<file path="config.mk">
export PLATFORM = sky130hd
export DESIGN_NAME = i2c_target_register_bank_top
export DESIGN_NICKNAME = d
export VERILOG_FILES = /design/src/rtl/itrb_pkg.sv /design/src/rtl/itrb_ctrl.sv /design/src/rtl/itrb_datapath.sv /design/src/rtl/i2c_target_register_bank_top.sv
export SDC_FILE = /design/constraint.sdc
export NUM_CORES = 1
export LEC_CHECK = 0
export ABC_CLOCK_PERIOD_IN_PS = 8700
export BUFFER_PORTS_ARGS = -buffer_cell sky130_fd_sc_hd__buf_2
export CAP_MARGIN = 20
export CORE_MARGIN = 4
export CORE_UTILIZATION = 35
export CTS_BUF_LIST = sky130_fd_sc_hd__clkbuf_4 sky130_fd_sc_hd__clkbuf_8
export CTS_CLUSTER_DIAMETER = 60
export DETAILED_ROUTE_END_ITERATION = 16
export GPL_TIMING_DRIVEN = 0
export HOLD_SLACK_MARGIN = 0.12
export SLEW_MARGIN = 20
export SYNTH_ARGS = -nofsm -noshare
export SYNTH_HDL_FRONTEND = slang
export SYNTH_HIERARCHICAL = 1
export SYNTH_SLANG_ARGS = --single-unit
</file>
<file path="constraint.sdc">
create_clock -name clk -period 8.7 [get_ports clk]
set_clock_uncertainty 0.2 [all_clocks]
set_input_delay 0.87 -clock clk [delete_from_list [all_inputs] [get_ports clk]]
set_output_delay 0.87 -clock clk [all_outputs]
set_load 0.02 [all_outputs]
</file>
<file path="src/rtl/itrb_pkg.sv">
`timescale 1ns / 1ps
// ----------------------------------------------------------------------------
// itrb_pkg: shared types and constants of the I2C target register bank
// Holds event codes, field widths, reset values and the control/status
// structs passed between the controller and the datapath.
// ----------------------------------------------------------------------------
package itrb_pkg;

    // Default register count of the bank
    localparam int unsigned REG_COUNT_DEF = 32;

    // Number of bus-writable scratch registers
    localparam int unsigned SCRATCH_SPAN = 4;

    // Field widths
    localparam int unsigned OP_W      = 2;
    localparam int unsigned BYTE_W    = 8;
    localparam int unsigned IDX_W     = 5;
    localparam int unsigned COUNT_W   = 16;
    localparam int unsigned PTR_OUT_W = 5;

    // Stream widths
    localparam int unsigned S_TDATA_W = 16;
    localparam int unsigned M_TDATA_W = 32;

    // Reset value of the scratch window base
    localparam logic [IDX_W-1:0] SCRATCH_BASE_RST = 5'd28;

    // Event codes
    localparam logic [OP_W-1:0] OP_BUS_BYTE = 2'd0;
    localparam logic [OP_W-1:0] OP_BUS_READ = 2'd1;
    localparam logic [OP_W-1:0] OP_STOP     = 2'd2;
    localparam logic [OP_W-1:0] OP_LOAD     = 2'd3;

    // Commands from controller to datapath
    typedef struct packed {
        logic capture;
        logic commit;
    } itrb_cmd_t;

    // Status from datapath to controller
    typedef struct packed {
        logic out_free;
    } itrb_status_t;

endpackage

</file>
<file path="src/rtl/itrb_ctrl.sv">
`timescale 1ns / 1ps
// ----------------------------------------------------------------------------
// itrb_ctrl: sequencing controller of the register bank
// Takes one event, waits for the registered bank read at the pointer, then
// commits the event once the result register is free.
// ----------------------------------------------------------------------------
module itrb_ctrl
(
    input  logic                   clk,
    input  logic                   rst_n,
    input  logic                   s_tvalid,
    output logic                   s_tready,
    input  itrb_pkg::itrb_status_t status,
    output itrb_pkg::itrb_cmd_t    cmd
);
    import itrb_pkg::*;

    localparam logic ST_IDLE = 1'b0;
    localparam logic ST_EXEC = 1'b1;

    logic state_reg;
    logic state_next;

    // Accept only when no event is in flight
    assign s_tready    = (state_reg == ST_IDLE);
    assign cmd.capture = s_tvalid && s_tready;
    assign cmd.commit  = (state_reg == ST_EXEC) && status.out_free;

    // Advance the sequence
    always_comb
    begin
        state_next = state_reg;
        unique case (state_reg)
            ST_IDLE:
            begin
                if (cmd.capture)
                begin
                    state_next = ST_EXEC;
                end
            end
            ST_EXEC:
            begin
                if (cmd.commit)
                begin
                    state_next = ST_IDLE;
                end
            end
            default:
            begin
                state_next = ST_IDLE;
            end
        endcase
    end

    always_ff @(posedge clk or negedge rst_n)
    begin
        if (!rst_n)
        begin
            state_reg <= ST_IDLE;
        end
        else
        begin
            state_reg <= state_next;
        end
    end

endmodule

</file>
<file path="src/rtl/itrb_datapath.sv">
`timescale 1ns / 1ps
// ----------------------------------------------------------------------------
// itrb_datapath: register store, pointer, counter and result register
// Holds the byte store with per-entry valid bits, the auto-incrementing
// pointer, the capture flag, the transaction counter and the output stage.
// ----------------------------------------------------------------------------
module itrb_datapath
#(
    parameter int unsigned REG_COUNT = itrb_pkg::REG_COUNT_DEF
)
(
    input  logic                                 clk,
    input  logic                                 rst_n,
    input  logic                                 cfg_we,
    input  logic [itrb_pkg::IDX_W-1:0]           cfg_wdata,
    input  logic [itrb_pkg::OP_W-1:0]            in_op,
    input  logic [itrb_pkg::BYTE_W-1:0]          in_data_byte,
    input  logic [itrb_pkg::IDX_W-1:0]           in_load_index,
    input  itrb_pkg::itrb_cmd_t                  cmd,
    output itrb_pkg::itrb_status_t               status,
    input  logic                                 m_tready,
    output logic                                 m_tvalid,
    output logic [itrb_pkg::M_TDATA_W-1:0]       m_tdata,
    output logic [0:0]                           m_tuser
);
    import itrb_pkg::*;

    localparam int unsigned PTR_W     = $clog2(REG_COUNT);
    localparam int unsigned PTR_EXT_W = (PTR_W > PTR_OUT_W) ? PTR_W : PTR_OUT_W;
    localparam int unsigned CMP_W     = (PTR_W + 1 > IDX_W + 1) ? PTR_W + 1 : IDX_W + 1;
    localparam int unsigned LUT_DEPTH = 2 ** BYTE_W;
    localparam logic [PTR_W-1:0] PTR_LAST = PTR_W'(REG_COUNT - 1);

    // Byte store and its valid bits
    logic [BYTE_W-1:0] mem [REG_COUNT];
    logic [REG_COUNT-1:0] bank_vld_reg;
    logic [BYTE_W-1:0] rd_data_reg;
    logic rd_vld_reg;

    // Captured event
    logic [OP_W-1:0]   op_reg;
    logic [BYTE_W-1:0] data_reg;
    logic [IDX_W-1:0]  load_idx_reg;

    // Architectural state
    logic [PTR_W-1:0]   ptr_reg;
    logic [PTR_W-1:0]   ptr_next;
    logic               armed_reg;
    logic               armed_next;
    logic [COUNT_W-1:0] xact_reg;
    logic [COUNT_W-1:0] xact_next;
    logic [IDX_W-1:0]   base_reg;

    // Output stage
    logic               out_valid_reg;
    logic [BYTE_W-1:0]  out_rd_reg;
    logic               out_rv_reg;
    logic [COUNT_W-1:0] out_xact_reg;
    logic [PTR_OUT_W-1:0] out_ptr_reg;

    // Commit-time values
    logic               wr_en;
    logic [PTR_W-1:0]   wr_addr;
    logic [BYTE_W-1:0]  rd_byte;
    logic               rd_flag;
    logic [PTR_W-1:0]   ptr_inc;
    logic               in_window;
    logic               load_ok;
    logic [CMP_W-1:0]   ptr_cmp;
    logic [CMP_W-1:0]   base_cmp;
    logic [PTR_EXT_W-1:0] ptr_ext;

    // Pointer capture table: byte modulo register count
    logic [PTR_W-1:0] ptr_lut [LUT_DEPTH];

    for (genvar g = 0; g < LUT_DEPTH; g++)
    begin : g_lut
        localparam int unsigned MOD_VAL = g % REG_COUNT;
        assign ptr_lut[g] = PTR_W'(MOD_VAL);
    end

    // Pointer wrap and window tests
    assign ptr_inc   = (ptr_reg == PTR_LAST) ? '0 : ptr_reg + PTR_W'(1);
    assign ptr_cmp   = CMP_W'(ptr_reg);
    assign base_cmp  = CMP_W'(base_reg);
    assign in_window = (ptr_cmp >= base_cmp) && (ptr_cmp < base_cmp + CMP_W'(SCRATCH_SPAN));
    assign load_ok   = CMP_W'(load_idx_reg) < CMP_W'(REG_COUNT);
    assign ptr_ext   = PTR_EXT_W'(ptr_next);

    assign status.out_free = !out_valid_reg || m_tready;

    // Decode the event
    always_comb
    begin
        ptr_next   = ptr_reg;
        armed_next = armed_reg;
        xact_next  = xact_reg;
        wr_en      = 1'b0;
        wr_addr    = ptr_reg;
        rd_byte    = '0;
        rd_flag    = 1'b0;
        unique case (op_reg)
            OP_BUS_BYTE:
            begin
                if (armed_reg)
                begin
                    ptr_next   = ptr_lut[data_reg];
                    armed_next = 1'b0;
                end
                else
                begin
                    wr_en    = in_window;
                    ptr_next = ptr_inc;
                end
            end
            OP_BUS_READ:
            begin
                rd_byte  = rd_vld_reg ? rd_data_reg : '0;
                rd_flag  = 1'b1;
                ptr_next = ptr_inc;
            end
            OP_STOP:
            begin
                armed_next = 1'b1;
                xact_next  = xact_reg + COUNT_W'(1);
            end
            OP_LOAD:
            begin
                wr_en   = load_ok;
                wr_addr = PTR_W'(load_idx_reg);
            end
            default:
            begin
                wr_en = 1'b0;
            end
        endcase
    end

    // Hold the event while it executes
    always_ff @(posedge clk)
    begin
        if (cmd.capture)
        begin
            op_reg       <= in_op;
            data_reg     <= in_data_byte;
            load_idx_reg <= in_load_index;
        end
    end

    // Write the store on commit, read at the pointer every cycle
    always_ff @(posedge clk)
    begin
        if (cmd.commit && wr_en)
        begin
            mem[wr_addr] <= data_reg;
        end
        rd_data_reg <= mem[ptr_reg];
        rd_vld_reg  <= bank_vld_reg[ptr_reg];
    end

    // Mark written entries
    always_ff @(posedge clk or negedge rst_n)
    begin
        if (!rst_n)
        begin
            bank_vld_reg <= '0;
        end
        else if (cmd.commit && wr_en)
        begin
            bank_vld_reg[wr_addr] <= 1'b1;
        end
    end

    // Update pointer, capture flag, counter and window base
    always_ff @(posedge clk or negedge rst_n)
    begin
        if (!rst_n)
        begin
            ptr_reg   <= '0;
            armed_reg <= 1'b1;
            xact_reg  <= '0;
            base_reg  <= SCRATCH_BASE_RST;
        end
        else
        begin
            if (cmd.commit)
            begin
                ptr_reg   <= ptr_next;
                armed_reg <= armed_next;
                xact_reg  <= xact_next;
            end
            if (cfg_we)
            begin
                base_reg <= cfg_wdata;
            end
        end
    end

    // Result valid: set on commit, drop on transfer
    always_ff @(posedge clk or negedge rst_n)
    begin
        if (!rst_n)
        begin
            out_valid_reg <= 1'b0;
        end
        else if (cmd.commit)
        begin
            out_valid_reg <= 1'b1;
        end
        else if (m_tready)
        begin
            out_valid_reg <= 1'b0;
        end
    end

    // Result payload
    always_ff @(posedge clk)
    begin
        if (cmd.commit)
        begin
            out_rd_reg   <= rd_byte;
            out_rv_reg   <= rd_flag;
            out_xact_reg <= xact_next;
            out_ptr_reg  <= ptr_ext[PTR_OUT_W-1:0];
        end
    end

    assign m_tvalid = out_valid_reg;
    assign m_tdata  = M_TDATA_W'({out_ptr_reg, out_xact_reg, out_rd_reg});
    assign m_tuser  = out_rv_reg;

`ifndef SYNTHESIS
    a_ptr_range: assert property (@(posedge clk) disable iff (!rst_n)
        CMP_W'(ptr_reg) < CMP_W'(REG_COUNT))
        else $error("pointer outside register bank");

    a_stop_arms: assert property (@(posedge clk) disable iff (!rst_n)
        cmd.commit && (op_reg == OP_STOP) |=> armed_reg)
        else $error("stop did not arm pointer capture");

    a_count_hold: assert property (@(posedge clk) disable iff (!rst_n)
        !(cmd.commit && (op_reg == OP_STOP)) |=> $stable(xact_reg))
        else $error("transaction count moved without a stop");

    a_load_keeps_ptr: assert property (@(posedge clk) disable iff (!rst_n)
        cmd.commit && (op_reg == OP_LOAD) |=> $stable(ptr_reg) && $stable(armed_reg))
        else $error("local load changed pointer state");

    a_no_overrun: assert property (@(posedge clk) disable iff (!rst_n)
        cmd.commit |-> !out_valid_reg || m_tready)
        else $error("commit over an untaken result");
`endif

endmodule

</file>
<file path="src/rtl/i2c_target_register_bank_top.sv">
`timescale 1ns / 1ps
// ----------------------------------------------------------------------------
// i2c_target_register_bank_top: byte register bank of an I2C target
// Each stream transfer is one bus event or one local load; each event
// returns one result transfer.
// ----------------------------------------------------------------------------
// Events are taken one at a time: an event is accepted, the bank is read at
// the current pointer through the registered read of the register store, and
// the event commits once the result register is free; a new event is taken
// only after the last has committed, from the idle state. A result waits in an
// output register; the next event is accepted while it waits, and its commit
// stalls only if the previous result has still not been taken. After reset
// the whole store reads as zero at once through per-entry valid bits, with no
// clearing pass. The scratch window base may be rewritten through cfg_we and
// cfg_wdata while no event is in flight.
// ----------------------------------------------------------------------------
module i2c_target_register_bank_top
#(
    parameter int unsigned REG_COUNT = itrb_pkg::REG_COUNT_DEF
)
(
    input  logic                           clk,
    input  logic                           rst_n,
    // Scratch window base register
    input  logic                           cfg_we,
    input  logic [itrb_pkg::IDX_W-1:0]     cfg_wdata,
    // Event input
    input  logic                           s_tvalid,
    output logic                           s_tready,
    // [7:0] data_byte, [12:8] load_index, [15:13] zero
    input  logic [itrb_pkg::S_TDATA_W-1:0] s_tdata,
    // [1:0] op
    input  logic [itrb_pkg::OP_W-1:0]      s_tuser,
    // Result output
    output logic                           m_tvalid,
    input  logic                           m_tready,
    // [7:0] read_data, [23:8] xact_count, [28:24] pointer, [31:29] zero
    output logic [itrb_pkg::M_TDATA_W-1:0] m_tdata,
    // [0] read_valid
    output logic [0:0]                     m_tuser
);
    import itrb_pkg::*;

    itrb_cmd_t    cmd;
    itrb_status_t status;

    // Sequence events
    itrb_ctrl u_ctrl
    (
        .clk      (clk),
        .rst_n    (rst_n),
        .s_tvalid (s_tvalid),
        .s_tready (s_tready),
        .status   (status),
        .cmd      (cmd)
    );

    // Store, pointer and result stage
    itrb_datapath
    #(
        .REG_COUNT (REG_COUNT)
    )
    u_datapath
    (
        .clk           (clk),
        .rst_n         (rst_n),
        .cfg_we        (cfg_we),
        .cfg_wdata     (cfg_wdata),
        .in_op         (s_tuser),
        .in_data_byte  (s_tdata[BYTE_W-1:0]),
        .in_load_index (s_tdata[BYTE_W+IDX_W-1:BYTE_W]),
        .cmd           (cmd),
        .status        (status),
        .m_tready      (m_tready),
        .m_tvalid      (m_tvalid),
        .m_tdata       (m_tdata),
        .m_tuser       (m_tuser)
    );

endmodule

</file>
==> results of run 1 <==
layout make-up:
cell class / count / share of cell area
plain buffers: 59 / 0.0171
clock buffers: 97 / 0.0657
clock inverters: 14 / 0.00698
inverters: 15 / 0.00317
multi-input cells: 498 / 0.233
flip-flops and latches: 371 / 0.606
well taps: 585 / 0.0412
repair buffers: 66 / 0.0273
routing by layer:
layer	track usage	vias up	wire length, microns
met5	0	-	0
met2	0.254	365	17900
li1	-	3953	-
met4	0.0646	0	1320
met1	0.205	4501	15100
met3	0.0315	67	2610
through the flow:
step	setup slack, ns	utilization	hold WS [ns]	instance area, sq um	cells
floorplan	5.07	-	0.239	15200	943
global placement	3.80	0.377	0.255	16200	1583
detailed placement	4.78	0.381	0.268	16400	1590
CTS	4.73	0.411	0.134	17700	1702
global route	4.51	0.412	0.144	17800	1705
finish	4.72	0.412	0.196	17800	1705
power groups by stage:
| stage | logic, mW | clock network [mW] | registers [mW] |
|---|---|---|---|
| finish | 1.33 | 1.58 | 2.14 |
| global route | 1.42 | 1.72 | 2.15 |
| CTS | 1.32 | 1.63 | 2.15 |
| detailed placement | 1.31 | 0 | 2.18 |
| global placement | 1.28 | 0 | 2.19 |
| floorplan | 0.847 | 0 | 2.19 |
worst min path at each step:
| stage | endpoint | slack (ns) |
|---|---|---|
| after CTS | u_datapath/data_reg[0] | 0.13 |
| after floorplan | u_datapath/bank_vld_reg[31] | 0.24 |
| final | u_datapath/data_reg[0] | 0.20 |
| after global routing | u_datapath/data_reg[6] | 0.14 |
| after global placement | u_datapath/bank_vld_reg[31] | 0.26 |
| after detailed placement | u_datapath/bank_vld_reg[10] | 0.27 |
cells in the final DEF (no fill, tap or decap), types with 6 or more instances in the layout:
cell	n
sky130_fd_sc_hd__a211oi_1	9
sky130_fd_sc_hd__a21oi_1	80
sky130_fd_sc_hd__a22oi_1	36
sky130_fd_sc_hd__and3_1	16
sky130_fd_sc_hd__buf_1	9
sky130_fd_sc_hd__buf_2	79
sky130_fd_sc_hd__buf_4	7
sky130_fd_sc_hd__clkbuf_1	11
sky130_fd_sc_hd__clkbuf_4	27
sky130_fd_sc_hd__clkbuf_8	70
sky130_fd_sc_hd__clkinv_1	6
sky130_fd_sc_hd__dfrtp_1	57
sky130_fd_sc_hd__dfxtp_1	9
sky130_fd_sc_hd__edfxtp_1	301
sky130_fd_sc_hd__ha_1	16
sky130_fd_sc_hd__inv_1	15
sky130_fd_sc_hd__mux2_2	6
sky130_fd_sc_hd__mux2i_1	27
sky130_fd_sc_hd__mux4_2	54
sky130_fd_sc_hd__nand2_1	23
sky130_fd_sc_hd__nand3_1	51
sky130_fd_sc_hd__nand4_1	18
sky130_fd_sc_hd__nor2_1	21
sky130_fd_sc_hd__nor2b_1	15
sky130_fd_sc_hd__o21ai_0	7
sky130_fd_sc_hd__o21ai_1	30
sky130_fd_sc_hd__or2_2	9
sky130_fd_sc_hd__xnor2_1	20
sky130_fd_sc_hd__xor2_1	12
logic make-up after synthesis:
kind of cell / Yosys count / share of synthesized area
and+or+nand+nor: 180 / 0.0648
muxes: 88 / 0.103
other: 1 / 0.000246
adders and majority gates: 16 / 0.0131
AOI/OAI and AO/OA: 179 / 0.0709
xor gates and xnor gates: 32 / 0.0184
buffers and inverters: 74 / 0.0237
DFF: 371 / 0.706
worst reg2reg max path, delay by kind of cell (launching register included):
kind	cells	cell delay, ns
buf+inv	3	0.60
flops	1	0.38
compound gates	3	1.53
simple gates	2	0.56
fa+ha+maj	1	0.29
==> qor.yml, run 1 <==
status: "complete, no violations"
layout_worst_path_cycle_share: 0.457
finalPower_mw: 5.05
largest_register_ffs: 256
worstRegToRegCells: 9
max-clock-path-buffers: 3
timing.critical_path.cells: "buf_6, buf_4, inv_1, ha_1, nand2b_1, a31oi_1, o21ai_2, nand4_1, a21oi_1"
yosysTopAreaCell: "sky130_fd_sc_hd__edfxtp_1"
worstHoldStart: "s_tdata[0]"
ys_types: 55
rsz0062_at_grt: "no"
slack_of_the_worst_reg_to_reg_path_ns: 4.72
worstMarginPinSlew_ns: 1.09
ys_ff_latch: 371
layout-area-overhead-vs-synth_pct: 16.6
post_synth_most_frequent_cells: "sky130_fd_sc_hd__edfxtp_1, sky130_fd_sc_hd__a21oi_1, sky130_fd_sc_hd__dfrtp_1"
groute.usage.overall: 0.156
post-route-min-period_ns: 3.98
number_of_synthesis_warnings: 6
grt_pass1_wl_mm: 55.5
initial_antenna_violation_count: 0
clkSinkCount: 371
fmax_mhz: 251
antenna_diode_count: 0
vdd_ir_drop_max_mv: 0.115
grt_max_degree: 39
critical_path_startpoint_category: "register"
tritoncts: "built"
hold_path_depth: 1
worst-path-max-fanout: 10
fillerInstances: 3910
dieHeight_microns: 217
timing.critical_path.to_type: "register"
postRouteWirelength_mm: 36.9
power.internal_mw: 3.48
worstReg2RegStart: "u_datapath/ptr_reg[0]"
post-route-drc-count: 0
reg2reg_to: "u_datapath/mem[23][1]"
numCtsBuffers: 60
static-leakage-power_nw: 6.27
maxSlewViolCount: 0
gr-total-overflow: 0
multiInputGateArea_sq_um: 4130
cts_root_buffer: "sky130_fd_sc_hd__clkbuf_8"
timing_worst_setup_path_type: "reg2reg"
drtPass1Iterations: 7
synth_top_flop_cell: "sky130_fd_sc_hd__edfxtp_1"
critical_path_buf_inv_count: 3
accumulated_negative_setup_slack_ns: 0
asyncSetResetFlopFracSynth: 0.164
synthesis.area_per_instance_sq_um: 16.2
std_cell_rows: 76
synth-edff-count: 301
synth.most_common_cell: "sky130_fd_sc_hd__edfxtp_1"
floorplan.initialDensity: 0.354
vias: 8886
htree_levels: 2
first_iter_violations: 951
netlist_top_cells_area: "sky130_fd_sc_hd__edfxtp_1, sky130_fd_sc_hd__dfrtp_1, sky130_fd_sc_hd__mux4_2, sky130_fd_sc_hd__a21oi_1, sky130_fd_sc_hd__a22oi_1"
mappedNetlistArea_sq_um: 15200
clkLatencyLatePin_ns: 0.65
power_density_nw_per_um2: 285
synthCells: 941
number_of_global_route_vias_before_repair: 8937
critical-path-max-stage-delay_ns: 1.00
worstSetupEndpoint: "u_datapath/mem[23][1]"
power.switching_mw: 1.57
die-width_microns: 217
max-slew-margin-rel: 0.272
swShare: 0.311
post-synth-top-area-fraction: 0.593
cp_data_required_time_ns: 8.74
worstHoldPathType: "in2reg"
wl_per_cell_microns: 21.6
cts.repair.resized: 0
setup_viol: 0
synth_seq_area_share: 0.706
place_hpwl_mm: 24.5
holdBufCountCts: 1
finish.net_count: 1115
cp_top_family: "compound AO/OA/AOI/OAI gates"
timing.critical_path.depth: 9
total_of_max_cap_violations: 0
vias_per_cell: 5.21
core_area_sq_um: 43100
detail-route-antenna-nets: 0
finalWeightedCongestion: 0.887
clkSlewWorstSetupHoldPaths_ns: 0.06
regArea_sq_um: 10800
timing.final.hold_violations: 0
cts.repair_timing.setup_buffer_count: 0
fp.dieArea_sq_um: 46900
power_frac_clock: 0.313
worstPathArrival_ns: 4.01
crit_slowest_cell: "sky130_fd_sc_hd__a21oi_1"
cp-startpoint: "u_datapath/ptr_reg[0]"
layout-drive-gt1-share: 0.262
seq_power_share: 0.424
io_pins: 63
comb_power_share: 0.263
placement.io_buffers: 55
No activity file was read; power rests on OpenSTA's default activity.
==> run 2: changes to the inputs <==
Settings changed: ABC_CLOCK_PERIOD_IN_PS 8700 to 4100.
Clock period 8.7 ns to 4.1 ns, I/O delays scaled along.
==> run 2 against run 1 <==
  * Power increased by 110%
  * Largest cell class unchanged
  * Clock power increased by 110%
  * Wire length increased by 1.6%
  * Die area unchanged
  * Global-route usage increased by 0.24 points
  * Largest power group unchanged
  * Sequential cell count unchanged
  * Maximum frequency increased by 0.58%
  * Final area increased by 1.8%
  * Register-to-register slack got worse by 4.6 ns
  * Sequential share of layout area decreased by 1.1 points
  * Sequential power increased by 110%
  * Combinational power increased by 110%
==> qor.yml, run 2 (synthesis gave the netlist of run 1 again) <==
status: "complete, no violations"  # unchanged
vias: 9021  # was 8886
htree_levels: 2  # unchanged
fmax_mhz: 253  # was 251 MHz
post-route-drc-count: 0  # unchanged
static-leakage-power_nw: 6.41  # was 6.27 nW
fp.dieArea_sq_um: 46900  # unchanged
clkSlewWorstSetupHoldPaths_ns: 0.06  # about the same
core_area_sq_um: 43100  # unchanged
wl_per_cell_microns: 21.6  # about the same
clkLatencyLatePin_ns: 0.65  # about the same
max-slew-margin-rel: 0.278  # was 0.272
std_cell_rows: 76  # unchanged
worstMarginPinSlew_ns: 1.08  # was 1.09 ns
antenna_diode_count: 0  # unchanged
cts.repair.resized: 0  # unchanged
vdd_ir_drop_max_mv: 0.245  # was 0.115 mV
placed_cell_area_sq_um: 16400  # unchanged
regArea_sq_um: 10800  # unchanged
multiInputGateArea_sq_um: 4130  # unchanged
worst-path-max-fanout: 10  # unchanged
finish.utilization: 0.420  # was 0.412
finalNonFillerCells: 1738  # was 1705
layout-drive-gt1-share: 0.255  # was 0.262
power_density_nw_per_um2: 595  # was 285 nW/um^2
groute.layer.met2.usage: 0.260  # was 0.254
global_route.usage.met3: 0.0300  # was 0.0315
postRouteWirelength_mm: 37.5  # was 36.9 mm
grt_max_degree: 39  # unchanged
numCtsBuffers: 60  # unchanged
timing.final.hold_violations: 0  # unchanged
placement.io_buffers: 55  # unchanged
dieHeight_microns: 217  # unchanged
die-width_microns: 217  # unchanged
number_of_global_route_vias_before_repair: 9130  # was 8937
accumulated_negative_setup_slack_ns: 0  # unchanged
finish.net_count: 1148  # was 1115
maxSlewViolCount: 0  # unchanged
groute.usage.overall: 0.158  # was 0.156
setup_viol: 0  # unchanged
worstHoldPathType: "in2reg"  # unchanged
mostFrequentLayoutCells: "sky130_fd_sc_hd__edfxtp_1, sky130_fd_sc_hd__buf_2, sky130_fd_sc_hd__a21oi_1"  # was sky130_fd_sc_hd__edfxtp_1, sky130_fd_sc_hd__a21oi_1, sky130_fd_sc_hd__buf_2
rsz0062_at_grt: "yes"  # was no
layout.cell_area.non_filler_sq_um: 18100  # was 17800 sq um
layer_with_the_highest_usage: "met2"  # unchanged
layout_commonest_cell: "sky130_fd_sc_hd__edfxtp_1"  # unchanged
detail-route-antenna-nets: 0  # unchanged
first_iter_violations: 995  # was 951
gr-total-overflow: 0  # unchanged
vias_per_cell: 5.19  # was 5.21
timing.critical_path.cells: "buf_6, buf_4, inv_1, ha_1, nand2b_1, a31oi_1, o21ai_2, nand4_1, a21oi_1"  # unchanged
fillerInstances: 3876  # was 3910
place_hpwl_mm: 24.5  # unchanged
layout_worst_path_cycle_share: 0.965  # was 0.457
post-route-min-period_ns: 3.96  # was 3.98 ns
crit_slowest_cell: "sky130_fd_sc_hd__a21oi_1"  # unchanged
max-clock-path-buffers: 3  # unchanged
drtPass1Iterations: 5  # was 7
critical_path_buf_inv_count: 3  # unchanged
initial_antenna_violation_count: 0  # unchanged
total_of_max_cap_violations: 0  # unchanged
clkSinkCount: 371  # unchanged
floorplan.initialDensity: 0.354  # unchanged
critical_path_startpoint_category: "register"  # unchanged
critical-path-max-stage-delay_ns: 0.99  # was 1.00 ns
finalWeightedCongestion: 0.887  # unchanged
layout-area-overhead-vs-synth_pct: 18.7  # was 16.6%
timing_worst_setup_path_type: "reg2reg"  # unchanged
io_pins: 63  # unchanged
largest_register_ffs: 256  # unchanged
cts_root_buffer: "sky130_fd_sc_hd__clkbuf_8"  # unchanged
cp_data_required_time_ns: 4.14  # was 8.74 ns
grt_use_met1: 0.208  # was 0.205
worstPathArrival_ns: 3.99  # was 4.01 ns
cp_top_family: "compound AO/OA/AOI/OAI gates"  # unchanged
dp.cells: 1590  # unchanged
cts.repair_timing.setup_buffer_count: 0  # unchanged
grt_pass1_wl_mm: 56.3  # was 55.5 mm
tritoncts: "built"  # unchanged
timing.critical_path.to_type: "register"  # unchanged
[run 2: changes by cell type in the layout (fill, tap and decap cells not counted), sizes merged]
cell | previous run | this run
dlygate4sd3 | 1 | 33
buf | 108 | 109
[run 2: area by class of cell]
class / count / share of cell area
repair buffers: 99 / 0.0449
flip-flops and latches: 371 / 0.595
clock inverters: 14 / 0.00685
clock buffers: 97 / 0.0645
plain buffers: 59 / 0.0168
well taps: 585 / 0.0405
multi-input cells: 498 / 0.229
inverters: 15 / 0.00311
[run 2: metrics by stage]
step	power [mW]	hold slack [ns]	setup slack (ns)
after detailed placement	7.42	0.141	0.183
after floorplan	6.44	-0.0856	0.890
after CTS	10.8	0.210	0.128
final	10.8	0.267	0.144
after global routing	11.3	0.240	-0.0927
after global placement	7.37	0.255	-0.344
[run 2: final timing paths]
path	from	endpoint	slack (ns)	cells after the start
setup / recovery	u_datapath/ptr_reg[0]	u_datapath/mem[22][1]	0.14	9
hold / removal	s_tdata[3]	u_datapath/data_reg[3]	0.27	2
setup reg to reg	u_datapath/ptr_reg[0]	u_datapath/mem[22][1]	0.14	9
hold reg to reg	u_datapath/bank_vld_reg[27]	u_datapath/bank_vld_reg[27]	0.28	2
max in group asynchronous	rst_n	u_datapath/m_tvalid	2.59	4
min in group asynchronous	rst_n	u_datapath/armed_reg	0.62	3
[run 2: timing repair]
action / 4_1_cts / 5_1_grt
hold buffers: 34 / 0
endpoints found under the setup margin: 0 / 46
endpoints found under the hold margin: 98 / 0
[run 2: power breakdown]
part / total, mW / switching (mW) / internal [mW]
sequential: 4.55 / 0.170 / 4.38
combinational: 2.84 / 1.73 / 1.11
clock: 3.36 / 1.44 / 1.92
total: 10.8 / 3.34 / 7.41
[run 2: per-layer routing]
layer | share of wire | vias to the layer above
met5 | 0 | -
met4 | 0.036 | 0
met3 | 0.065 | 72
met2 | 0.49 | 376
met1 | 0.41 | 4555
li1 | - | 4018
==> run 3: changes to the inputs <==
Settings changed: CORE_UTILIZATION 35 to 45, RECOVER_POWER from default to 25.
==> run 3 against run 2 <==
  * The flow now finishes with violations (capacitance limit, slew limit)
  * Count of clock-buffer cells in the layout shrank 8
  * Sequential cell count is the same
  * Highest routed layer unchanged
  * Wire length fell by 1.3%
  * Final area down 1.8%
  * Hold slack better by 0.010 ns
==> qor.yml, run 3 (synthesis gave the netlist of run 1 again) <==
dieHeight_microns: 192  # was 217 microns
max-slew-margin-rel: -0.251  # was 0.278
mostFrequentLayoutCells: "sky130_fd_sc_hd__edfxtp_1, sky130_fd_sc_hd__a21oi_1, sky130_fd_sc_hd__buf_2"  # was sky130_fd_sc_hd__edfxtp_1, sky130_fd_sc_hd__buf_2, sky130_fd_sc_hd__a21oi_1
total_of_max_cap_violations: 1  # was 0
vias: 8960  # was 9021
timing_worst_setup_path_type: "reg2reg"  # unchanged
layout_commonest_cell: "sky130_fd_sc_hd__edfxtp_1"  # unchanged
place_hpwl_mm: 24.0  # was 24.5 mm
drtPass1Iterations: 5  # unchanged
grt_pass1_wl_mm: 56.2  # was 56.3 mm
finalNonFillerCells: 1598  # was 1738
fillerInstances: 2785  # was 3876
floorplan.initialDensity: 0.455  # was 0.354
io_pins: 63  # unchanged
clkSinkCount: 371  # unchanged
finalWeightedCongestion: 0.836  # was 0.887
die-width_microns: 192  # was 217 microns
first_iter_violations: 638  # was 995
antenna_diode_count: 0  # unchanged
post-route-drc-count: 0  # unchanged
layout-area-overhead-vs-synth_pct: 16.5  # was 18.7%
groute.usage.overall: 0.204  # was 0.158
worstPathArrival_ns: 3.95  # was 3.99 ns
fmax_mhz: 256  # was 253 MHz
core_area_sq_um: 33400  # was 43100 sq um
clkLatencyLatePin_ns: 0.63  # was 0.65 ns
timing.final.hold_violations: 0  # unchanged
vdd_ir_drop_max_mv: 0.258  # was 0.245 mV
finish.net_count: 1146  # was 1148
hold_ws_ns: 0.277  # was 0.267 ns
holdBufCountCts: 33  # was 34
placement.io_buffers: 55  # unchanged
status: "complete, but fails checks"  # was complete, no violations
dp.cells: 1453  # was 1590
critical_path_startpoint_category: "register"  # unchanged
worstHoldPathType: "reg2reg"  # was in2reg
regArea_sq_um: 10800  # unchanged
numCtsBuffers: 59  # was 60
power_density_nw_per_um2: 596  # was 595 nW/um^2
rsz0062_at_grt: "no"  # was yes
dp_slack_ns: 0.242  # was 0.183 ns
gr-total-overflow: 0  # unchanged
std_cell_rows: 67  # was 76
fin_ws_ns: 0.193  # was 0.144 ns
timing.critical_path.to_type: "register"  # unchanged
layout.cell_area.non_filler_sq_um: 17700  # was 18100 sq um
grt_max_degree: 34  # was 39
finalPower_mw: 10.6  # was 10.8 mW
violations: "capacitance limit, slew limit"
maxSlewViolCount: 34  # was 0
largest_register_ffs: 256  # unchanged
static-leakage-power_nw: 6.32  # was 6.41 nW
cp_data_required_time_ns: 4.14  # about the same
layout-drive-gt1-share: 0.246  # was 0.255
tritoncts: "built"  # unchanged
wl_per_cell_microns: 23.1  # was 21.6 microns
cts.repair_timing.setup_buffer_count: 0  # unchanged
post-route-min-period_ns: 3.91  # was 3.96 ns
htree_levels: 2  # unchanged
number_of_global_route_vias_before_repair: 9109  # was 9130
cts.repair.resized: 0  # unchanged
layout_worst_path_cycle_share: 0.953  # was 0.965
setup_viol: 0  # unchanged
max-clock-path-buffers: 3  # unchanged
fp.dieArea_sq_um: 36900  # was 46900 sq um
multiInputGateArea_sq_um: 4140  # was 4130 sq um
worst-path-max-fanout: 10  # unchanged
detail-route-antenna-nets: 0  # unchanged
initial_antenna_violation_count: 0  # unchanged
worstMarginPinSlew_ns: 1.88  # was 1.08 ns
vias_per_cell: 5.61  # was 5.19
cts_root_buffer: "sky130_fd_sc_hd__clkbuf_8"  # unchanged
clkSlewWorstSetupHoldPaths_ns: 0.06  # about the same
placed_cell_area_sq_um: 16200  # was 16400 sq um
postRouteWirelength_mm: 37.0  # was 37.5 mm
-- run 3: metrics by stage --
stage,TNS [ns],util
2_1_floorplan,0,-
3_3_place_gp,-22.44,0.481
3_5_place_dp,0,0.485
4_1_cts,0,0.531
5_1_grt,0,0.531
6_report,0,0.531
-- run 3: area by class of cell --
type                       count  share of cell area
multi-input combinational    498               0.233
inverter                      15             0.00317
timing repair buffer          98              0.0413
tap                          448              0.0316
sequential                   371               0.606
buffer                        59              0.0171
clock buffer                  89              0.0599
clock inverter                20             0.00797
-- run 3: report_power, final --
group / leakage, nW / internal, mW / switching [mW]
logic: 2.05 / 1.10 / 1.72
registers: 3.62 / 4.38 / 0.177
clock network: 0.648 / 1.73 / 1.47
total: 6.32 / 7.21 / 3.36
-- run 3: path summary, 6_finish.rpt --
path                                             startpoint                           to  slack (ns)  cells past startpoint
worst max register to register        u_datapath/ptr_reg[0]        u_datapath/mem[21][2]        0.19                      9
max in group asynchronous                             rst_n  u_datapath/bank_vld_reg[19]        1.61                      3
worst min register to register  u_datapath/bank_vld_reg[19]  u_datapath/bank_vld_reg[19]        0.28                      2
worst min-delay path            u_datapath/bank_vld_reg[19]  u_datapath/bank_vld_reg[19]        0.28                      2
min in group asynchronous                             rst_n         u_datapath/armed_reg        0.29                      2
worst max-delay path                  u_datapath/ptr_reg[0]        u_datapath/mem[21][2]        0.19                      9
-- run 3: metal layers --
| metal | share of wire | vias up | GRT usage |
|---|---|---|---|
| li1 | - | 4017 | - |
| met4 | 0.029 | 0 | 0.0666 |
| met3 | 0.063 | 70 | 0.0382 |
| met1 | 0.42 | 4572 | 0.283 |
| met2 | 0.49 | 301 | 0.330 |
| met5 | 0 | - | 0 |
-- run 3: critical path, cell delays in order, from the launching register on --
cell                       delay [ns]
sky130_fd_sc_hd__dfrtp_1         0.36
sky130_fd_sc_hd__buf_6           0.19
sky130_fd_sc_hd__buf_4           0.28
sky130_fd_sc_hd__inv_1           0.13
sky130_fd_sc_hd__ha_1            0.29
sky130_fd_sc_hd__nand2b_1        0.09
sky130_fd_sc_hd__a31oi_1         0.10
sky130_fd_sc_hd__o21ai_2         0.45
sky130_fd_sc_hd__nand4_1         0.46
sky130_fd_sc_hd__a21oi_1         0.96
